File: config.mk
export PLATFORM = sky130hd
export DESIGN_NAME = color_spec_stream_parser
export DESIGN_NICKNAME = d
export VERILOG_FILES = /design/src/design/cssp_pkg.sv /design/src/design/cssp_core.sv /design/src/design/color_spec_stream_parser.sv
export VERILOG_INCLUDE_DIRS = /design/src /design/src/design
export SDC_FILE = /design/constraint.sdc
export NUM_CORES = 1
export LEC_CHECK = 0
export ABC_AREA = 1
export BUFFER_PORTS_ARGS = -buffer_cell sky130_fd_sc_hd__buf_4
export CORE_ASPECT_RATIO = 0.9
export CORE_MARGIN = 3
export CORE_UTILIZATION = 39
export CTS_BUF_LIST = sky130_fd_sc_hd__clkbuf_8
export DETAILED_ROUTE_END_ITERATION = 16
export PLACE_DENSITY = 0.6
export SLEW_MARGIN = 40
export SYNTH_ARGS = -nofsm -noshare
export SYNTH_HDL_FRONTEND = slang
export SYNTH_SLANG_ARGS = --single-unit
File: constraint.sdc
create_clock -name clk -period 10.6 [get_ports clk]
set_input_delay 0.53 -clock clk [delete_from_list [all_inputs] [get_ports clk]]
set_output_delay 0.53 -clock clk [all_outputs]
set_load 0.1 [all_outputs]
File: src/design/color_spec_stream_parser_macros.svh
// Assertion macros for the color name parser.
// Used by the top level; expects clk and rst_n in scope.
`ifndef COLOR_SPEC_STREAM_PARSER_MACROS_SVH
`define COLOR_SPEC_STREAM_PARSER_MACROS_SVH

// Checked only while out of reset.
`define CSSP_ASSERT(lbl, prop, msg) \
  lbl: assert property (@(posedge clk) disable iff (!rst_n) prop) else $error(msg);

// Checked on every edge, reset included.
`define CSSP_ASSERT_ALWAYS(lbl, prop, msg) \
  lbl: assert property (@(posedge clk) prop) else $error(msg);

`endif

File: src/design/cssp_pkg.sv
// Shared types, word table and level scaling functions of the color name parser.
// No dependencies.
package cssp_pkg;

  typedef enum logic [1:0] {
    ST_VALID   = 2'd0,
    ST_INVALID = 2'd1,
    ST_RGBI    = 2'd2
  } parse_status_t;

  typedef struct packed {
    logic [7:0] char_code;
    logic       last_char;
  } cssp_in_t;

  typedef struct packed {
    logic [15:0]   red_level;
    logic [15:0]   green_level;
    logic [15:0]   blue_level;
    parse_status_t parse_status;
  } cssp_out_t;

  localparam int WORD_COUNT = 8;
  localparam int WORD_TEXT_LEN = 6;
  localparam int WORD_RGB = 0;
  localparam int WORD_GRAY = 1;
  localparam int WORD_FIRST_NAME = 2;

  localparam logic [7:0] WORD_TEXT [WORD_COUNT][WORD_TEXT_LEN] = '{
    '{"r", "g", "b", 8'h00, 8'h00, 8'h00},
    '{"g", "r", "a", "y", 8'h00, 8'h00},
    '{"b", "l", "a", "c", "k", 8'h00},
    '{"w", "h", "i", "t", "e", 8'h00},
    '{"r", "e", "d", 8'h00, 8'h00, 8'h00},
    '{"g", "r", "e", "e", "n", 8'h00},
    '{"b", "l", "u", "e", 8'h00, 8'h00},
    '{"y", "e", "l", "l", "o", "w"}
  };

  localparam logic [2:0] WORD_LEN [WORD_COUNT] = '{
    3'd3, 3'd4, 3'd5, 3'd5, 3'd3, 3'd5, 3'd4, 3'd6
  };

  localparam logic [15:0] WORD_RED [WORD_COUNT] = '{
    16'd0, 16'd0, 16'd0, 16'd65535, 16'd65535, 16'd0, 16'd0, 16'd65535
  };
  localparam logic [15:0] WORD_GREEN [WORD_COUNT] = '{
    16'd0, 16'd0, 16'd0, 16'd65535, 16'd0, 16'd32896, 16'd0, 16'd65535
  };
  localparam logic [15:0] WORD_BLUE [WORD_COUNT] = '{
    16'd0, 16'd0, 16'd0, 16'd65535, 16'd0, 16'd0, 16'd65535, 16'd0
  };

  // Scales a group of one to four hex digits to 16 bits with rounding.
  function automatic logic [15:0] scale_group(input logic [15:0] v, input logic [2:0] digits);
    logic [15:0] t;
    logic [3:0]  q;
    logic [15:0] res;
    t = 16'({4'd0, v[11:0]} << 4) - {4'd0, v[11:0]} + 16'd2047;
    q = 4'd0;
    for (int k = 1; k < 16; k++) begin
      if (t >= 16'(k * 4095)) q = 4'(k);
    end
    case (digits)
      3'd1: res = {v[3:0], v[3:0], v[3:0], v[3:0]};
      3'd2: res = {v[7:0], v[7:0]};
      3'd3: res = {v[11:0], q};
      3'd4: res = v;
      default: res = 16'd0;
    endcase
    return res;
  endfunction

  // Converts a percent from 0 to 100 to a 16-bit gray level.
  function automatic logic [15:0] gray_level(input logic [6:0] p);
    logic [14:0] x;
    logic [27:0] prod;
    x = 15'({8'd0, p} << 8) - {8'd0, p} + 15'd50;
    prod = {13'd0, x} * 28'd5243;
    return {prod[26:19], prod[26:19]};
  endfunction

endpackage

File: src/design/cssp_core.sv
// Parser state and per-character next-state and result logic.
// Depends on cssp_pkg.
module cssp_core (
  input  logic                 clk,
  input  logic                 rst_n,
  input  logic                 step_en,
  input  cssp_pkg::cssp_in_t   step_in,
  output cssp_pkg::cssp_out_t  step_out
);
  import cssp_pkg::*;

  typedef enum logic [3:0] {
    MODE_START      = 4'd0,
    MODE_WORD       = 4'd1,
    MODE_HASH       = 4'd2,
    MODE_RGB        = 4'd3,
    MODE_RGBI_COLON = 4'd4,
    MODE_RGBI       = 4'd5,
    MODE_GRAY       = 4'd6,
    MODE_BAD        = 4'd7
  } form_mode_t;

  localparam int PF_NEG = 0;
  localparam int PF_SIGN = 1;
  localparam int PF_DIGIT = 2;

  form_mode_t  mode_r, mode_nxt;
  logic [4:0]  pos_r, pos_nxt;
  logic [47:0] hash_r, hash_nxt;
  logic [15:0] acc_r, acc_nxt;
  logic [2:0]  cnt_r, cnt_nxt;
  logic [1:0]  gidx_r, gidx_nxt;
  logic [15:0] first_r, first_nxt;
  logic [15:0] second_r, second_nxt;
  logic [6:0]  pct_r, pct_nxt;
  logic [2:0]  flags_r, flags_nxt;
  logic [7:0]  cand_r, cand_nxt;

  logic [7:0]  c;
  logic [7:0]  lc;
  logic        hex_ok;
  logic [3:0]  hex_val;
  logic [7:0]  cand_in;
  logic [7:0]  keep;
  logic [9:0]  pct_sum;
  logic [15:0] slash_level;
  logic [15:0] grp_r, grp_g, grp_b;
  logic [2:0]  grp_digits;

  always_comb begin
    c = step_in.char_code;
    lc = (c >= "A" && c <= "Z") ? c + 8'd32 : c;
    hex_ok = 1'b1;
    hex_val = 4'd0;
    if (c >= "0" && c <= "9") begin
      hex_val = 4'(c - "0");
    end else if (lc >= "a" && lc <= "f") begin
      hex_val = 4'(lc - "a" + 8'd10);
    end else begin
      hex_ok = 1'b0;
    end
  end

  always_comb begin
    cand_in = (mode_r == MODE_START) ? 8'hFF : cand_r;
    for (int i = 0; i < WORD_COUNT; i++) begin
      keep[i] = cand_in[i] && (pos_r < {2'b00, WORD_LEN[i]}) &&
                ((lc == WORD_TEXT[i][pos_r[2:0]]) ||
                 (i == WORD_GRAY && pos_r == 5'd2 && lc == "e"));
    end
  end

  assign pct_sum = {3'd0, pct_r} * 10'd10 + {6'd0, 4'(c - "0")};
  assign slash_level = scale_group(acc_r, cnt_r);

  always_comb begin
    mode_nxt = mode_r;
    hash_nxt = hash_r;
    acc_nxt = acc_r;
    cnt_nxt = cnt_r;
    gidx_nxt = gidx_r;
    first_nxt = first_r;
    second_nxt = second_r;
    pct_nxt = pct_r;
    flags_nxt = flags_r;
    cand_nxt = cand_r;
    case (mode_r)
      MODE_START, MODE_WORD: begin
        if (mode_r == MODE_START && c == "#") begin
          mode_nxt = MODE_HASH;
        end else if (cand_in[WORD_RGB] && pos_r == 5'd3) begin
          cand_nxt = cand_in;
          if (lc == ":") mode_nxt = MODE_RGB;
          else if (lc == "i") mode_nxt = MODE_RGBI_COLON;
          else mode_nxt = MODE_BAD;
        end else begin
          cand_nxt = keep;
          mode_nxt = MODE_WORD;
          if (keep[WORD_GRAY] && pos_r == 5'd3) begin
            mode_nxt = MODE_GRAY;
            pct_nxt = 7'd0;
            flags_nxt = 3'd0;
          end else if (keep == 8'd0) begin
            mode_nxt = MODE_BAD;
          end
        end
      end
      MODE_HASH: begin
        if (!hex_ok || pos_r > 5'd12) mode_nxt = MODE_BAD;
        else hash_nxt = {hash_r[43:0], hex_val};
      end
      MODE_RGB: begin
        if (hex_ok) begin
          if (cnt_r >= 3'd4) begin
            mode_nxt = MODE_BAD;
          end else begin
            acc_nxt = {acc_r[11:0], hex_val};
            cnt_nxt = cnt_r + 3'd1;
          end
        end else if (c == "/" && cnt_r != 3'd0 && gidx_r < 2'd2) begin
          if (gidx_r == 2'd0) first_nxt = slash_level;
          else second_nxt = slash_level;
          gidx_nxt = gidx_r + 2'd1;
          acc_nxt = 16'd0;
          cnt_nxt = 3'd0;
        end else begin
          mode_nxt = MODE_BAD;
        end
      end
      MODE_RGBI_COLON: mode_nxt = (c == ":") ? MODE_RGBI : MODE_BAD;
      MODE_RGBI: mode_nxt = MODE_RGBI;
      MODE_GRAY: begin
        if (c >= "0" && c <= "9") begin
          pct_nxt = (pct_sum > 10'd100) ? 7'd101 : pct_sum[6:0];
          flags_nxt[PF_DIGIT] = 1'b1;
        end else if (flags_r == 3'd0 && (c inside {8'h20, [8'h09:8'h0D]})) begin
          mode_nxt = MODE_GRAY;
        end else if (!flags_r[PF_SIGN] && !flags_r[PF_DIGIT] && (c == "+" || c == "-")) begin
          flags_nxt[PF_SIGN] = 1'b1;
          flags_nxt[PF_NEG] = (c == "-");
        end else begin
          mode_nxt = MODE_BAD;
        end
      end
      default: mode_nxt = MODE_BAD;
    endcase
    pos_nxt = (pos_r < 5'd31) ? pos_r + 5'd1 : 5'd31;
  end

  // Hex groups of the hash form, picked by the number of digits seen.
  always_comb begin
    grp_r = 16'd0;
    grp_g = 16'd0;
    grp_b = 16'd0;
    grp_digits = 3'd0;
    case (pos_r)
      5'd3: begin
        grp_r = {12'd0, hash_nxt[11:8]};
        grp_g = {12'd0, hash_nxt[7:4]};
        grp_b = {12'd0, hash_nxt[3:0]};
        grp_digits = 3'd1;
      end
      5'd6: begin
        grp_r = {8'd0, hash_nxt[23:16]};
        grp_g = {8'd0, hash_nxt[15:8]};
        grp_b = {8'd0, hash_nxt[7:0]};
        grp_digits = 3'd2;
      end
      5'd9: begin
        grp_r = {4'd0, hash_nxt[35:24]};
        grp_g = {4'd0, hash_nxt[23:12]};
        grp_b = {4'd0, hash_nxt[11:0]};
        grp_digits = 3'd3;
      end
      5'd12: begin
        grp_r = hash_nxt[47:32];
        grp_g = hash_nxt[31:16];
        grp_b = hash_nxt[15:0];
        grp_digits = 3'd4;
      end
      default: grp_digits = 3'd0;
    endcase
  end

  always_comb begin
    step_out = '0;
    step_out.parse_status = ST_INVALID;
    case (mode_nxt)
      MODE_HASH: begin
        if (grp_digits != 3'd0) begin
          step_out.red_level = scale_group(grp_r, grp_digits);
          step_out.green_level = scale_group(grp_g, grp_digits);
          step_out.blue_level = scale_group(grp_b, grp_digits);
          step_out.parse_status = ST_VALID;
        end
      end
      MODE_RGB: begin
        if (gidx_nxt == 2'd2 && cnt_nxt != 3'd0) begin
          step_out.red_level = first_nxt;
          step_out.green_level = second_nxt;
          step_out.blue_level = scale_group(acc_nxt, cnt_nxt);
          step_out.parse_status = ST_VALID;
        end
      end
      MODE_RGBI: step_out.parse_status = ST_RGBI;
      MODE_GRAY: begin
        if (flags_nxt[PF_DIGIT] && pct_nxt <= 7'd100 &&
            !(flags_nxt[PF_NEG] && pct_nxt != 7'd0)) begin
          step_out.red_level = gray_level(pct_nxt);
          step_out.green_level = gray_level(pct_nxt);
          step_out.blue_level = gray_level(pct_nxt);
          step_out.parse_status = ST_VALID;
        end
      end
      MODE_WORD: begin
        for (int i = WORD_FIRST_NAME; i < WORD_COUNT; i++) begin
          if (cand_nxt[i] && ({3'd0, WORD_LEN[i]} == {1'b0, pos_r} + 6'd1)) begin
            step_out.red_level = WORD_RED[i];
            step_out.green_level = WORD_GREEN[i];
            step_out.blue_level = WORD_BLUE[i];
            step_out.parse_status = ST_VALID;
          end
        end
      end
      default: step_out.parse_status = ST_INVALID;
    endcase
  end

  always_ff @(posedge clk) begin
    if (!rst_n || (step_en && step_in.last_char)) begin
      mode_r <= MODE_START;
      pos_r <= 5'd0;
      hash_r <= 48'd0;
      acc_r <= 16'd0;
      cnt_r <= 3'd0;
      gidx_r <= 2'd0;
      first_r <= 16'd0;
      second_r <= 16'd0;
      pct_r <= 7'd0;
      flags_r <= 3'd0;
      cand_r <= 8'hFF;
    end else if (step_en) begin
      mode_r <= mode_nxt;
      pos_r <= pos_nxt;
      hash_r <= hash_nxt;
      acc_r <= acc_nxt;
      cnt_r <= cnt_nxt;
      gidx_r <= gidx_nxt;
      first_r <= first_nxt;
      second_r <= second_nxt;
      pct_r <= pct_nxt;
      flags_r <= flags_nxt;
      cand_r <= cand_nxt;
    end
  end

endmodule

File: src/design/color_spec_stream_parser.sv
// Top level of the color name parser: input register, parser core, result register.
// Depends on cssp_pkg, cssp_core and color_spec_stream_parser_macros.svh.
//
// The block takes one character beat per cycle and gives one result beat per name, on its
// final character: red, green and blue levels and a status. A character is first captured in
// the input register, and the parser logic then loads the result register from it, so a result
// is offered from the result register after its last character leaves. The rate of one character
// per cycle is held as long as results are taken; a final character waits in the input
// register only while the result register is still full.
`include "color_spec_stream_parser_macros.svh"

module color_spec_stream_parser (
  input  logic                clk,
  input  logic                rst_n,
  input  logic                in_valid,
  output logic                in_ready,
  input  cssp_pkg::cssp_in_t  in_data,
  output logic                out_valid,
  input  logic                out_ready,
  output cssp_pkg::cssp_out_t out_data
);
  import cssp_pkg::*;

  logic      in_v_r;
  cssp_in_t  in_data_r;
  logic      out_valid_r;
  cssp_out_t out_data_r;
  cssp_out_t step_out;
  logic      out_free;
  logic      step_en;

  assign out_free = !out_valid_r || out_ready;
  assign step_en = in_v_r && (!in_data_r.last_char || out_free);
  assign in_ready = !in_v_r || step_en;
  assign out_valid = out_valid_r;
  assign out_data = out_data_r;

  cssp_core u_core (
    .clk      (clk),
    .rst_n    (rst_n),
    .step_en  (step_en),
    .step_in  (in_data_r),
    .step_out (step_out)
  );

  always_ff @(posedge clk) begin
    if (!rst_n) begin
      in_v_r <= 1'b0;
      out_valid_r <= 1'b0;
    end else begin
      if (in_ready) in_v_r <= in_valid;
      if (step_en && in_data_r.last_char) out_valid_r <= 1'b1;
      else if (out_ready) out_valid_r <= 1'b0;
    end
  end

  always_ff @(posedge clk) begin
    if (in_valid && in_ready) in_data_r <= in_data;
    if (step_en && in_data_r.last_char) out_data_r <= step_out;
  end

  `CSSP_ASSERT(a_status_zero, out_valid_r && (out_data_r.parse_status != ST_VALID) |-> (out_data_r.red_level == 16'd0) && (out_data_r.green_level == 16'd0) && (out_data_r.blue_level == 16'd0), "Levels are nonzero on a result that is not valid.")
  `CSSP_ASSERT(a_last_gives_beat, step_en && in_data_r.last_char |=> out_valid_r, "A final character did not load the result register.")
  `CSSP_ASSERT(a_beat_from_last, $rose(out_valid_r) |-> $past(step_en && in_data_r.last_char), "A result beat appeared without a final character.")
  `CSSP_ASSERT_ALWAYS(a_reset_idle, !rst_n |=> !out_valid_r && !in_v_r, "Registers hold beats after reset.")

endmodule

==> metrics <==
cts bufs inserted 17; crit end category flop; met1 Resource Use GR 33.6%; Slew Limit Fails 0; die area 59000 µm²; Post-Synthesis Cells 3265; Post-synth EDFFs 59; routed vias 21600; Worst Skew 0.0418 ns; status finished, final reports clean; net count after synthesis 3578; Tightest Pin Transition 0.870 ns; synthesized cell area 21900 µm²; post-layout min period 9.71 ns; M3 GR Usage 4.48%; worst-skew pair later-pin latency 0.54 ns; Pleak 11.9 nW; unrepaired setup endpoints after global routing no; Final #Nets 3593; # DRC 0; number of register bits inferred by synthesis 189; starting density of the core 39.9%; Seq/Total Area, Yosys 20.0%; GR Util met2 35.9%; Final Util 43.0%; largest net degree at the start of global routing 111; die height 231 µm; Worst Hold Slack 0.194 ns; initial drt markers 2274; worst vdd ir 0.000185 V; top_reg_cell synth dfxtp_1; final wirelength 70600 µm; most frequent cells in the layout nand2_1 (648), inv_1 (588), o21ai_0 (276), nor2_1 (258), ha_1 (226); IO buf count 64; drt pass-1 iters 9; crit path max-delay cell type fa_1; worst path arrival time 9.97 ns; slowest stage delay, CP 0.55 ns; YS warnings 0; Worst EP required 10.85 ns; CP Launch Type flop; Final period util 91.7%; layout cells sized above 1 7.74%; HP Class input port to flop; TritonCTS clock tree done; Post-DRT Antenna Nets 0; initial antenna violation count 2; relative slew slack 42.0%; total global routing overflow 0; Syn-to-layout area delta 7.95%; switching power 2.11 mW; combinational share of power 67.5%; Root Driver clkbuf_8; commonest non-fill, non-tap cell in the layout nand2_1; Routed WL per cell 17.5 µm; Fmax achieved 103 MHz; Post-Route Setup TNS 0 ns; Die Width 256 µm; clock group share of total power 13.2%; RD Place Congestion 0.949; Sw Ratio 48.7%; Gates resized, CTS repair 0; core footprint 54900 µm²; post-synthesis cell type count 69; GRT Util Overall 23.4%; post-DP HPWL 54900 µm; Ports 65; first-pass GRT wire length 110000 µm; Clock H-tree levels 4; Top Usage Layer GRT met2; sequential fraction of design power 19.2%; most frequent CP cell nand2_1; Cell Pwr Density 183 nW/µm²; syn_area_per_cell 6.71 µm²; final hold vios 0; P_int 2.22 mW; ys async rst share 0%; cell row count 81; Setup Buffers After CTS 0; vias in the first global route 19600; critical path class flop to flop; CP max FO 9; Hold Buf Count CTS 0; setup violators final 0; CTS Buffer Depth 2; Vias/cell 5.35; Max-Cap Viols 0; Reg clk slew, reported paths 0.11 ns; clk sinks 189
synth_stat cells (all sizes together), types with 17 or more instances:
master	count	share of area (%)
buf	26	0.82
o21ai	300	7.0
o22ai	19	0.54
inv	615	11
a21oi	203	4.6
dfxtp	130	12
ha	226	13
o21a	18	0.62
o211ai	54	1.9
nand4	31	0.91
clkbuf	79	1.4
nor2	289	5.4
a31oi	27	0.83
edfxtp	59	8.1
nand2	673	12
nand3	141	3.4
xor2	49	2.0
nor3	49	1.1
o221ai	17	0.68
fa	74	6.8
critical path, delay by kind of cell, from the launching register on:
| family | cells | cell delay, ns |
|---|---|---|
| flops | 1 | 0.40 |
| xor+xnor | 1 | 0.14 |
| fa+ha+maj | 8 | 3.14 |
| simple gates | 27 | 3.04 |
| compound gates | 13 | 1.64 |
| buf+inv | 10 | 1.06 |
cell families (layout without fill, tap and decap cells):
kind of cell               count (synthesis)  after routing  share of synthesized area, %
adders and majority gates                300            300                          19.7
AOI/OAI and AO/OA                        742            742                          20.1
xor gates and xnor gates                  60             60                          2.43
DFF                                      189            189                          20.0
and+or+nand+nor                         1233           1233                          24.3
muxes                                     15             15                         0.686
other                                      0              1                             0
buffers and inverters                    726            754                          12.8
worst paths after layout:
path                            cells past startpoint             start  slack, ns          endpoint
worst min register to register                      2  u_core.cand_r[1]       0.50  u_core.cand_r[1]
worst min-delay path                                1        in_data[0]       0.19      in_data_r[0]
worst max-delay path                               59      in_data_r[2]       0.89      out_data[40]
worst max register to register                     59      in_data_r[2]       0.89      out_data[40]
layer usage:
| layer | routed length [µm] | part of all wire (%) |
|---|---|---|
| met1 | 32700 | 46 |
| met5 | 0 | 0 |
| met2 | 30100 | 43 |
| met4 | 1730 | 2.5 |
| met3 | 6180 | 8.7 |
cell type report:
cell class                      count  area, µm²
Inverter                          621       2330
Multi-Input combinational cell   2350      14800
Sequential cell                   189       4370
Tap cell                          747        935
Clock buffer                       17        234
Antenna cell                        1       2.50
Clock inverter                     15        214
Fill cell                        5852      31300
Timing Repair Buffer              101        762
stage by stage:
step	instance area [µm²]	total power, mW	setup slack [ns]	std cells
floorplan	21900	3.06	1.10	3265
detailed placement	23200	3.77	0.618	4008
global route	23600	4.95	0.0130	4041
finish	23600	4.32	0.885	4041
global placement	23100	3.77	0.781	4008
CTS	23600	4.38	0.542	4040
sequential cells by signal, summed over array words and instances (netlist names), 7 cells and up:
| register | count |
|---|---|
| u_core.hash_r | 48 |
| u_core.first_r | 16 |
| u_core.pct_r | 7 |
| u_core.second_r | 16 |
| u_core.acc_r | 16 |
| u_core.cand_r | 8 |
| out_data | 50 |
| in_data_r | 9 |
power groups by stage:
stage          Sequential [mW]  Clock, mW  Combinational [mW]
2_1_floorplan            0.890          0                2.17
3_3_place_gp             0.846          0                2.93
3_5_place_dp             0.845          0                2.92
4_1_cts                  0.830      0.582                2.97
5_1_grt                  0.836      0.608                3.51
6_report                 0.831      0.571                2.92
Note: power is estimated with default switching activity, not from simulation.
